### src/hdl/vienc_pkg.sv
// Shared types and constants of the bijective base-128 varint encoder.
package vienc_pkg;

    localparam int MAX_BYTES = 10;
    localparam int VALUE_W   = 64;
    localparam int DIGIT_W   = 7;
    localparam int BYTE_W    = 8;
    localparam int ADDR_W    = $clog2(MAX_BYTES);

    localparam logic [DIGIT_W-1:0] DIGIT_MASK = 7'h7F;
    localparam logic [BYTE_W-1:0]  CONT_BIT   = 8'h80;

    // Register indexes of the configuration port
    localparam logic REG_SIGNED_MODE = 1'b0;

    typedef enum logic [1:0] {
        ST_IDLE,
        ST_EXTRACT,
        ST_READ,
        ST_WAIT
    } state_t;

    typedef struct packed {
        logic [DIGIT_W-1:0] digit;
        logic [VALUE_W-1:0] next_value;
        logic               done;
    } digit_step_t;

endpackage

### src/hdl/varint_encoder_msb_first.sv
// Top level of the bijective base-128 varint encoder, most significant group first.
//
// Takes one 64-bit word on the value channel and returns its bijective base-128
// varint on the byte channel, one byte per transfer, most significant group first.
// Every byte but the final one has bit 7 set, and is_last marks the final one.
// A value yields 1 to 10 bytes. With signed_mode set (register 0, byte addresses
// 0 to 3, bit 0) the input is read as two's complement and first mapped to
// (magnitude << 1) | sign; the most negative value maps to 1. Writes to addresses
// 4 to 7 are dropped and read back as zero. Write signed_mode only while the
// block is idle. The single digit unit extracts one 7-bit digit per cycle into
// a small digit store, and every byte is then read through the store's
// registered port and offered until it is taken. value_ready is low from
// acceptance until the final byte has been taken.
module varint_encoder_msb_first
(
    input  logic                          clk,
    input  logic                          rst_n,
    // configuration port
    input  logic                          psel,
    input  logic                          penable,
    input  logic                          pwrite,
    input  logic [2:0]                    paddr,
    input  logic [31:0]                   pwdata,
    output logic [31:0]                   prdata,
    output logic                          pready,
    // value channel
    input  logic [vienc_pkg::VALUE_W-1:0] value_bits,
    input  logic                          value_valid,
    output logic                          value_ready,
    // byte channel
    output logic [vienc_pkg::BYTE_W-1:0]  out_byte,
    output logic                          is_last,
    output logic                          byte_valid,
    input  logic                          byte_ready
);

    vienc_pkg::state_t             state_reg, state_next;
    logic [vienc_pkg::VALUE_W-1:0] value_reg, value_next;
    logic [vienc_pkg::ADDR_W-1:0]  count_reg, count_next;
    logic [vienc_pkg::ADDR_W-1:0]  idx_reg, idx_next;
    logic                          signed_mode_reg, signed_mode_next;

    logic [vienc_pkg::VALUE_W-1:0] mapped_value;
    logic [vienc_pkg::VALUE_W-1:0] magnitude;
    vienc_pkg::digit_step_t        step;
    logic                          store_wr_en;
    logic                          store_rd_en;
    logic [vienc_pkg::DIGIT_W-1:0] store_rd_data;
    logic                          value_accept;
    logic                          byte_accept;
    logic                          cfg_write;

    // ------------------------------------------------------------------
    // Configuration port: single-bit mode register, no wait states
    // ------------------------------------------------------------------
    assign pready    = 1'b1;
    assign cfg_write = psel && penable && pwrite && pready;

    always_comb
    begin
        signed_mode_next = signed_mode_reg;
        if (cfg_write && (paddr[2] == vienc_pkg::REG_SIGNED_MODE))
        begin
            signed_mode_next = pwdata[0];
        end
    end

    assign prdata = (paddr[2] == vienc_pkg::REG_SIGNED_MODE) ?
                    {31'b0, signed_mode_reg} : 32'b0;

    // ------------------------------------------------------------------
    // Signed mapping: (magnitude << 1) | sign, the shift drops bit 63
    // ------------------------------------------------------------------
    always_comb
    begin
        magnitude    = value_bits[vienc_pkg::VALUE_W-1] ? (~value_bits + 64'd1) : value_bits;
        mapped_value = signed_mode_reg ?
                       {magnitude[vienc_pkg::VALUE_W-2:0], value_bits[vienc_pkg::VALUE_W-1]} :
                       value_bits;
    end

    // ------------------------------------------------------------------
    // Shared digit unit and digit store
    // ------------------------------------------------------------------
    vienc_digit_unit u_digit_unit
    (
        .value       (value_reg),
        .digit_index (count_reg),
        .step        (step)
    );

    vienc_digit_store u_digit_store
    (
        .clk     (clk),
        .wr_en   (store_wr_en),
        .wr_addr (count_reg),
        .wr_data (step.digit),
        .rd_en   (store_rd_en),
        .rd_addr (idx_reg),
        .rd_data (store_rd_data)
    );

    // ------------------------------------------------------------------
    // Handshakes. The store's read register doubles as the output
    // register: it holds the offered digit while the byte side stalls.
    // ------------------------------------------------------------------
    assign value_ready  = (state_reg == vienc_pkg::ST_IDLE);
    assign byte_valid   = (state_reg == vienc_pkg::ST_WAIT);
    assign value_accept = value_valid && value_ready;
    assign byte_accept  = byte_valid && byte_ready;

    // the digit at index zero was extracted first and goes out last
    assign is_last  = (idx_reg == '0);
    assign out_byte = is_last ? {1'b0, store_rd_data} :
                      (vienc_pkg::CONT_BIT | {1'b0, store_rd_data});

    // ------------------------------------------------------------------
    // Sequencer
    // ------------------------------------------------------------------
    always_ff @(posedge clk or negedge rst_n)
    begin
        if (!rst_n)
        begin
            state_reg       <= vienc_pkg::ST_IDLE;
            value_reg       <= '0;
            count_reg       <= '0;
            idx_reg         <= '0;
            signed_mode_reg <= 1'b0;
        end
        else
        begin
            state_reg       <= state_next;
            value_reg       <= value_next;
            count_reg       <= count_next;
            idx_reg         <= idx_next;
            signed_mode_reg <= signed_mode_next;
        end
    end

    always_comb
    begin
        state_next  = state_reg;
        value_next  = value_reg;
        count_next  = count_reg;
        idx_next    = idx_reg;
        store_wr_en = 1'b0;
        store_rd_en = 1'b0;

        case (state_reg)
            vienc_pkg::ST_IDLE:
            begin
                // load the working value and restart the digit count
                if (value_accept)
                begin
                    value_next = mapped_value;
                    count_next = '0;
                    state_next = vienc_pkg::ST_EXTRACT;
                end
            end
            vienc_pkg::ST_EXTRACT:
            begin
                // store one digit per cycle, least significant first
                store_wr_en = 1'b1;
                if (step.done)
                begin
                    idx_next   = count_reg;
                    state_next = vienc_pkg::ST_READ;
                end
                else
                begin
                    value_next = step.next_value;
                    count_next = count_reg + vienc_pkg::ADDR_W'(1);
                end
            end
            vienc_pkg::ST_READ:
            begin
                store_rd_en = 1'b1;
                state_next  = vienc_pkg::ST_WAIT;
            end
            vienc_pkg::ST_WAIT:
            begin
                // hold the byte until taken, then advance toward index zero
                if (byte_accept)
                begin
                    if (is_last)
                    begin
                        state_next = vienc_pkg::ST_IDLE;
                    end
                    else
                    begin
                        idx_next   = idx_reg - vienc_pkg::ADDR_W'(1);
                        state_next = vienc_pkg::ST_READ;
                    end
                end
            end
            default:
            begin
                state_next = vienc_pkg::ST_IDLE;
            end
        endcase
    end

    // ------------------------------------------------------------------
    // Assertions
    // ------------------------------------------------------------------
    a_no_overlap: assert property (@(posedge clk) disable iff (!rst_n)
        !(value_ready && byte_valid))
        else $error("value accepted while a byte is offered");

    a_last_frees: assert property (@(posedge clk) disable iff (!rst_n)
        (byte_accept && is_last) |=> value_ready)
        else $error("block not free after final byte");

    a_more_bytes: assert property (@(posedge clk) disable iff (!rst_n)
        (byte_accept && !is_last) |=> (!byte_valid && !value_ready))
        else $error("missing read cycle between bytes");

    a_accept_busy: assert property (@(posedge clk) disable iff (!rst_n)
        value_accept |=> (!value_ready && !byte_valid))
        else $error("extraction skipped after acceptance");

    a_count_bound: assert property (@(posedge clk) disable iff (!rst_n)
        (state_reg == vienc_pkg::ST_EXTRACT) |->
        (count_reg <= vienc_pkg::ADDR_W'(vienc_pkg::MAX_BYTES - 1)))
        else $error("digit count beyond store depth");

endmodule

### src/hdl/vienc_digit_unit.sv
// Digit extraction unit: one bijective base-128 step per use.
module vienc_digit_unit
(
    input  logic [vienc_pkg::VALUE_W-1:0] value,
    input  logic [vienc_pkg::ADDR_W-1:0]  digit_index,
    output vienc_pkg::digit_step_t        step
);

    logic [vienc_pkg::VALUE_W-1:0] shifted;

    always_comb
    begin
        shifted         = value >> vienc_pkg::DIGIT_W;
        step.digit      = value[vienc_pkg::DIGIT_W-1:0] & vienc_pkg::DIGIT_MASK;
        step.next_value = shifted - vienc_pkg::VALUE_W'(1);
        // stop once the value fits one digit or the store is full
        step.done       = (shifted == '0) ||
                          (digit_index == vienc_pkg::ADDR_W'(vienc_pkg::MAX_BYTES - 1));
    end

endmodule

### src/hdl/vienc_digit_store.sv
// Digit store: small memory with one write port and one registered read port.
module vienc_digit_store
(
    input  logic                          clk,
    input  logic                          wr_en,
    input  logic [vienc_pkg::ADDR_W-1:0]  wr_addr,
    input  logic [vienc_pkg::DIGIT_W-1:0] wr_data,
    input  logic                          rd_en,
    input  logic [vienc_pkg::ADDR_W-1:0]  rd_addr,
    output logic [vienc_pkg::DIGIT_W-1:0] rd_data
);

    logic [vienc_pkg::DIGIT_W-1:0] mem [vienc_pkg::MAX_BYTES];
    logic [vienc_pkg::DIGIT_W-1:0] rd_data_reg;

    always_ff @(posedge clk)
    begin
        if (wr_en)
        begin
            mem[wr_addr] <= wr_data;
        end
    end

    // hold read data while not enabled
    always_ff @(posedge clk)
    begin
        if (rd_en)
        begin
            rd_data_reg <= mem[rd_addr];
        end
    end

    assign rd_data = rd_data_reg;

endmodule
### config.mk
export PLATFORM = sky130hd
export DESIGN_NAME = varint_encoder_msb_first
export DESIGN_NICKNAME = d
export VERILOG_FILES = /design/src/hdl/vienc_pkg.sv /design/src/hdl/varint_encoder_msb_first.sv /design/src/hdl/vienc_digit_unit.sv /design/src/hdl/vienc_digit_store.sv
export SDC_FILE = /design/constraint.sdc
export NUM_CORES = 1
export LEC_CHECK = 0
export ABC_AREA = 1
export BUFFER_PORTS_ARGS = -buffer_cell sky130_fd_sc_hd__buf_4
export CORE_MARGIN = 2
export CORE_UTILIZATION = 50
export DETAILED_ROUTE_END_ITERATION = 10
export PLACE_DENSITY = 0.75
export SYNTH_ARGS = -nofsm -noshare
export SYNTH_HDL_FRONTEND = slang
export SYNTH_SLANG_ARGS = --single-unit
### constraint.sdc
create_clock -name clk -period 2.1 [get_ports clk]
set_clock_uncertainty 0.15 [all_clocks]
set_input_delay 0.21 -clock clk [delete_from_list [all_inputs] [get_ports clk]]
set_output_delay 0.21 -clock clk [all_outputs]
set_load 0.02 [all_outputs]
==> qor.yml, run 1 <==
drt:
  wl_per_cell_um: 18.5
  ant_nets: 0
  drt_iter0_drc: 1484
  drt_pass1_iterations: 6
  vias: 12800
  wl_um: 41500
  viasPerCell: 5.71
  drc: 0
logic_synthesis:
  synthAdderAreaFrac: 0.00784
  synthMuxAreaShare: 0
  ys_ff_latch: 152
  synthXorXnorAreaFrac: 0.0219
  synth_top_area_share: 0.207
  synth.cell_area_mm2: 0.0112
  synth_top_family_by_area: "simple AND/OR/NAND/NOR gates"
  synth_compound_area_frac: 0.137
  avgSynthCellArea_um2: 6.53
  ys_types: 37
  synth_top_area_cell: "edfxtp_1"
  syn_inst: 1710
  yosysSeqAreaShare: 0.375
  synth_area_leaders: "edfxtp_1, dfrtp_1, nand2_1"
  yosysWarnings: 0
  synthSimpleGateAreaFrac: 0.369
floorplan:
  die_area_mm2: 0.0236
  pin_count: 150
  coreArea_mm2: 0.0219
  rows: 54
  die_h_um: 153
  dieWidth_um: 153
  initial_utilization: 0.510
cells_and_area:
  area_growth_pct: 30.8
  layout_commonest_cell: "nand2_1"
  finish.instance_area_mm2: 0.0146
  post-route-util: 0.668
  drive_gt1_frac: 0.230
  seq_area_mm2: 0.00420
  antenna_cells: 0
  multi_input_area_mm2: 0.00659
  nNetsFinal: 2061
  fillers: 1874
  largest_register_ffs: 70
  final_cells: 2241
  final_cell_mix: "nand2_1, nor2_1, buf_4"
critical_path:
  required_ns: 2.33
  crit_slowest_cell: "dfrtp_1"
  cp_cell_sequence: "nor2_1 > nand4_1 > nor2_2 > nand3_1 > nand3_2 > nand2_4 > buf_12 > buf_16 > nand2_4 > a21oi_2 > nor2_1"
  critical_path_class: "register to register"
  timing.critical_path.buf_inv: 2
  critPathMaxFanout: 6
  crit_family: "simple AND/OR/NAND/NOR gates"
  endpoint_kind: "register"
  worstPathArrival_ns: 2.39
  cpPeakStageDelay_ns: 0.39
  crit_path_start_kind: "register"
hold_path:
  hold_class: "input pin to register"
sta:
  slew_headroom: 0.540
  min_period_over_period: 1.03
  final_max_slew_viol_count: 0
  final.setup.tns_ns: -0.453
  hold_viol: 0
  fmax_ghz: 0.463
  fin_ws_ns: -0.0599
  tightest_slew_ns: 0.690
  rsz0062_at_grt: "true"
  setup_violations: 23
  fin_crit_ns: 2.16
job:
  drv_cap: 0
clock_tree:
  clk_latency_ns: 0.45
  path_clk_slew_ns: 0.07
  clock-root-buffer: "clkbuf_16"
  cts.sinks: 152
  cts_made_buffers: 17
  cts_buffer_depth: 2
  cts_tree: "yes"
  cts_max_level: 4
pwr:
  power_density_mw_per_mm2: 1280
  totalPowerFinal_mw: 18.7
  leakagePower_nw: 6.56
  vdd_ir_drop_max_uv: 840
grt:
  grt_first_pass_wirelength_um: 62100
  grt_antenna_before_repair: 0
  grt_pass1_vias: 11800
  grt_max_degree: 78
  grtUsageTotal: 0.335
  overflow: 0
placement:
  routabilityCongestion: 0.999
  dpl_cell_area_mm2: 0.0132
  dpl.cell_count: 2188
  portBuffers: 84
  dp_hpwl_um: 29600
run_status:
  violations: "negative setup slack"
  status: "finished with violations"
-- through the flow --
stage | worst slack (ns) | hold slack (ns)
after floorplan | 0.0681 | -0.236
after detailed placement | -0.191 | 0.126
final | -0.0599 | 0.0122
after global routing | -0.100 | 0.0237
after CTS | 0.00134 | 0.00237
after global placement | -0.141 | 0.125
-- per-layer routing --
layer  track usage  up-vias  share of wire
li1              -     6007              -
met1         0.445     5903           0.40
met2         0.549      727           0.47
met3        0.0542      150          0.088
met4         0.133        0          0.043
met5             0        -              0
-- final timing paths --
path                                startpoint            end  slack [ns]  depth (start not counted)
worst max-delay path             value_reg[53]  value_reg[35]       -0.06                         11
worst min-delay path            value_bits[57]  value_reg[58]        0.01                          5
worst max register to register   value_reg[53]  value_reg[35]       -0.06                         11
worst min register to register   value_reg[25]  value_reg[25]        0.43                          2
max in group asynchronous                rst_n  value_reg[19]        0.95                          3
min in group asynchronous                rst_n   count_reg[2]        0.20                          2
-- synthesized netlist by cell type (all sizes together) --
cell type    n
a211oi       1
a21o         1
a21oi       98
a31oi       19
and2         4
buf         55
clkbuf      37
clkinv       2
conb         2
dfrtp       75
edfxtp      77
ha           7
inv        127
nand2      492
nand3      111
nand3b       6
nand4       20
nor2       371
nor3        14
o211ai      11
o21ai      129
o21bai       5
o221ai      11
o22ai        6
or2          1
xnor2        6
xor2        22
-- report_power, final --
| group | total [mW] | switching (mW) | internal, mW | leakage, nW |
|---|---|---|---|---|
| logic | 10.3 | 6.27 | 4.02 | 4.67 |
| clock network | 3.13 | 1.53 | 1.61 | 0.290 |
| registers | 5.27 | 0.974 | 4.30 | 1.59 |
| total | 18.7 | 8.77 | 9.93 | 6.56 |
-- cells by family (layout without fill, tap and decap cells) --
family / count (synthesis) / in the layout
AO/OA/AOI/OAI: 281 / 281
other: 2 / 32
flip-flops: 152 / 152
AND/OR/NAND/NOR: 1019 / 1019
adder cells (fa/ha/maj): 7 / 7
buffers and inverters: 221 / 442
XOR/XNOR: 28 / 28
-- worst register-to-register path, cell delays in order (launching register included) --
cell and delay (ns):
dfrtp_1 0.39, nor2_1 0.28, nand4_1 0.22, nor2_2 0.19, nand3_1 0.11, nand3_2 0.12, nand2_4 0.12, buf_12 0.18
buf_16 0.15, nand2_4 0.05, a21oi_2 0.04, nor2_1 0.11
-- final cells by class --
type                    instances  area share
repair buffers                281       0.163
clock buffers                  17      0.0291
flip-flops and latches        152       0.287
clock inverters                15      0.0122
inverters                     129      0.0333
multi-input cells            1367       0.451
well taps                     280      0.0240
-- what timing repair did --
item,in CTS,in global routing
cloned,2,4
setup buffers,3,6
gates resized for setup,22,135
endpoints found under the setup margin,70,74
pin swaps,3,30
endpoints found under the hold margin,45,0
hold buffers,6,0
No activity file was read; power rests on OpenSTA's default activity.
==> run 2: changes to the inputs <==
--- a/config.mk
+++ b/config.mk
@@ -11,6 +11,7 @@
 export CORE_UTILIZATION = 50
 export DETAILED_ROUTE_END_ITERATION = 10
 export PLACE_DENSITY = 0.75
+export RECOVER_POWER = 25
 export SYNTH_ARGS = -nofsm -noshare
 export SYNTH_HDL_FRONTEND = slang
 export SYNTH_SLANG_ARGS = --single-unit
==> run 2 against run 1 <==
Compared with the run above:
- critical endpoint unchanged
- cell count stayed put
- sequential power barely moved
- clock power about the same
- largest cell class unchanged
- critical path depth up 3
- largest power group unchanged
- the flow still finishes with violations (negative setup slack)
- sequential share of layout area about the same
- critical path type unchanged
==> qor.yml, run 2 (synthesized netlist as in run 1, its figures left out) <==
critical_path:
  cp_cell_sequence: "inv_2 > ha_4 > nand2_4 > nor2_4 > nand2_2 > nor2_1 > nand3_1 > nand3_2 > nand2_4 > buf_12 > buf_16 > nand2_4 > a21oi_2 > nor2_1"
  crit_slowest_cell: "dfrtp_1"
  worstPathArrival_ns: 2.35  # -0.04 ns
  crit_top_cell: "nand2_4"
  crit_family: "simple AND/OR/NAND/NOR gates"
  endpoint_kind: "register"
  timing.critical_path.buf_inv: 3  # +1
  required_ns: 2.33  # about the same
  critPathMaxFanout: 6  # unchanged
  cpPeakStageDelay_ns: 0.41  # +0.02 ns
  critical_path_class: "register to register"
  crit_path_start_kind: "register"
sta:
  final.setup.tns_ns: -0.0353  # +0.418 ns
  setup_violations: 4  # -83%
  whs_ns: 0.00653  # -0.00565 ns
  min_period_over_period: 1.01  # -0.0163
  hold_viol: 0  # unchanged
  fin_crit_ns: 2.13  # -0.0341 ns
  tightest_slew_ns: 1.34  # +0.646 ns
  slew_headroom: 0.109  # -0.430
  rsz0062_at_grt: "true"
  final_max_slew_viol_count: 0  # unchanged
  fmax_ghz: 0.470  # +1.6%
  fin_ws_ns: -0.0257  # +0.0341 ns
floorplan:
  pin_count: 150  # unchanged
  die_area_mm2: 0.0236  # unchanged
  die_h_um: 153  # unchanged
  rows: 54  # unchanged
  initial_utilization: 0.510  # unchanged
  dieWidth_um: 153  # unchanged
  coreArea_mm2: 0.0219  # unchanged
clock_tree:
  cts_buffer_depth: 2  # unchanged
  cts_tree: "yes"
  cts.sinks: 152  # unchanged
  cts_max_level: 4  # unchanged
  clock-root-buffer: "clkbuf_16"
  cts_made_buffers: 17  # unchanged
  path_clk_slew_ns: 0.08  # about the same
  clk_latency_ns: 0.45  # about the same
drt:
  drc: 0  # unchanged
  drt_pass1_iterations: 6  # unchanged
  drt_iter0_drc: 1307  # -12%
  ant_nets: 0  # unchanged
  vias: 12800  # +0.070%
  wl_um: 41300  # -0.43%
  viasPerCell: 5.71  # about the same
  wl_per_cell_um: 18.4  # -0.43%
cells_and_area:
  area_growth_pct: 30.8  # about the same
  drive_gt1_frac: 0.230  # unchanged
  nNetsFinal: 2061  # unchanged
  antenna_cells: 0  # unchanged
  layout_commonest_cell: "nand2_1"
  largest_register_ffs: 70  # unchanged
  final_cells: 2241  # unchanged
  final_cell_mix: "nand2_1, nor2_1, buf_4"
grt:
  grtUsageTotal: 0.335  # unchanged
  grt_pass1_vias: 11800  # unchanged
  grt_antenna_before_repair: 0  # unchanged
  grt_max_degree: 78  # unchanged
  grt_first_pass_wirelength_um: 62100  # unchanged
  overflow: 0  # unchanged
pwr:
  power_density_mw_per_mm2: 1280  # -0.13%
  totalPowerFinal_mw: 18.7  # -0.14%
  leakagePower_nw: 6.55  # about the same
  vdd_ir_drop_max_uv: 833  # -0.80%
job:
  drv_cap: 0  # unchanged
placement:
  dpl.cell_count: 2188  # unchanged
  portBuffers: 84  # unchanged
  dp_hpwl_um: 29600  # unchanged
  routabilityCongestion: 0.999  # unchanged
run_status:
  status: "finished with violations"
  violations: "negative setup slack"
hold_path:
  hold_class: "input pin to register"
## run 2: cell count changes in the layout (fill, tap and decap cells not counted)
cell / previous run / this run
buf_4: 253 / 252
clkbuf_2: 0 / 1
## run 2: layout make-up
cell class	instances	area (µm²)
fill	1875	7280
multi-input combinational	1367	6590
sequential	152	4200
timing repair buffer	281	2390
inverter	129	487
clock buffer	17	425
tap	280	350
clock inverter	15	178
## run 2: through the flow
| stage | utilization | worst slack, ns | cell area [µm²] |
|---|---|---|---|
| after detailed placement | 0.605 | -0.191 | 13200 |
| after global routing | 0.668 | -0.100 | 14600 |
| after global placement | 0.605 | -0.141 | 13200 |
| after floorplan | - | 0.0681 | 11300 |
| final | 0.668 | -0.0257 | 14600 |
| after CTS | 0.642 | 0.00134 | 14100 |
## run 2: path summary, 6_finish.rpt
kind / from / cells after the start / slack [ns] / to
worst max-delay path: value_reg[8] / 14 / -0.03 / value_reg[35]
max in group asynchronous: rst_n / 2 / 0.45 / signed_mode_reg
min in group asynchronous: rst_n / 2 / 0.46 / count_reg[2]
worst min-delay path: value_bits[57] / 5 / 0.007 / value_reg[58]
worst max register to register: value_reg[8] / 14 / -0.03 / value_reg[35]
worst min register to register: value_reg[25] / 2 / 0.43 / value_reg[25]
## run 2: metal layers
metal | track usage | vias to the layer above | wire [µm]
met1 | 0.445 | 5924 | 16600
li1 | - | 6008 | -
met5 | 0 | - | 0
met4 | 0.133 | 0 | 1850
met3 | 0.0542 | 151 | 3590
met2 | 0.549 | 713 | 19300
## run 2: worst register-to-register path, delay by kind of cell (launching register included)
| kind | cells | cell delay, ns |
|---|---|---|
| AOI/OAI and AO/OA | 1 | 0.04 |
| and+or+nand+nor | 9 | 0.86 |
| adders and majority gates | 1 | 0.18 |
| buffers and inverters | 3 | 0.41 |
| DFF | 1 | 0.41 |
## run 2: report_power, final
group / internal [mW] / switching, mW
clock network: 1.61 / 1.52
registers: 4.30 / 0.978
logic: 4.02 / 6.25
total: 9.93 / 8.74
## run 2: what timing repair did
item	4_1_cts	5_1_grt
hold endpoints to repair	45	0
gates cloned	2	4
pin swaps	3	30
resized for setup	22	135
hold buffers	6	0
setup endpoints to repair	70	74
buffers inserted	3	6
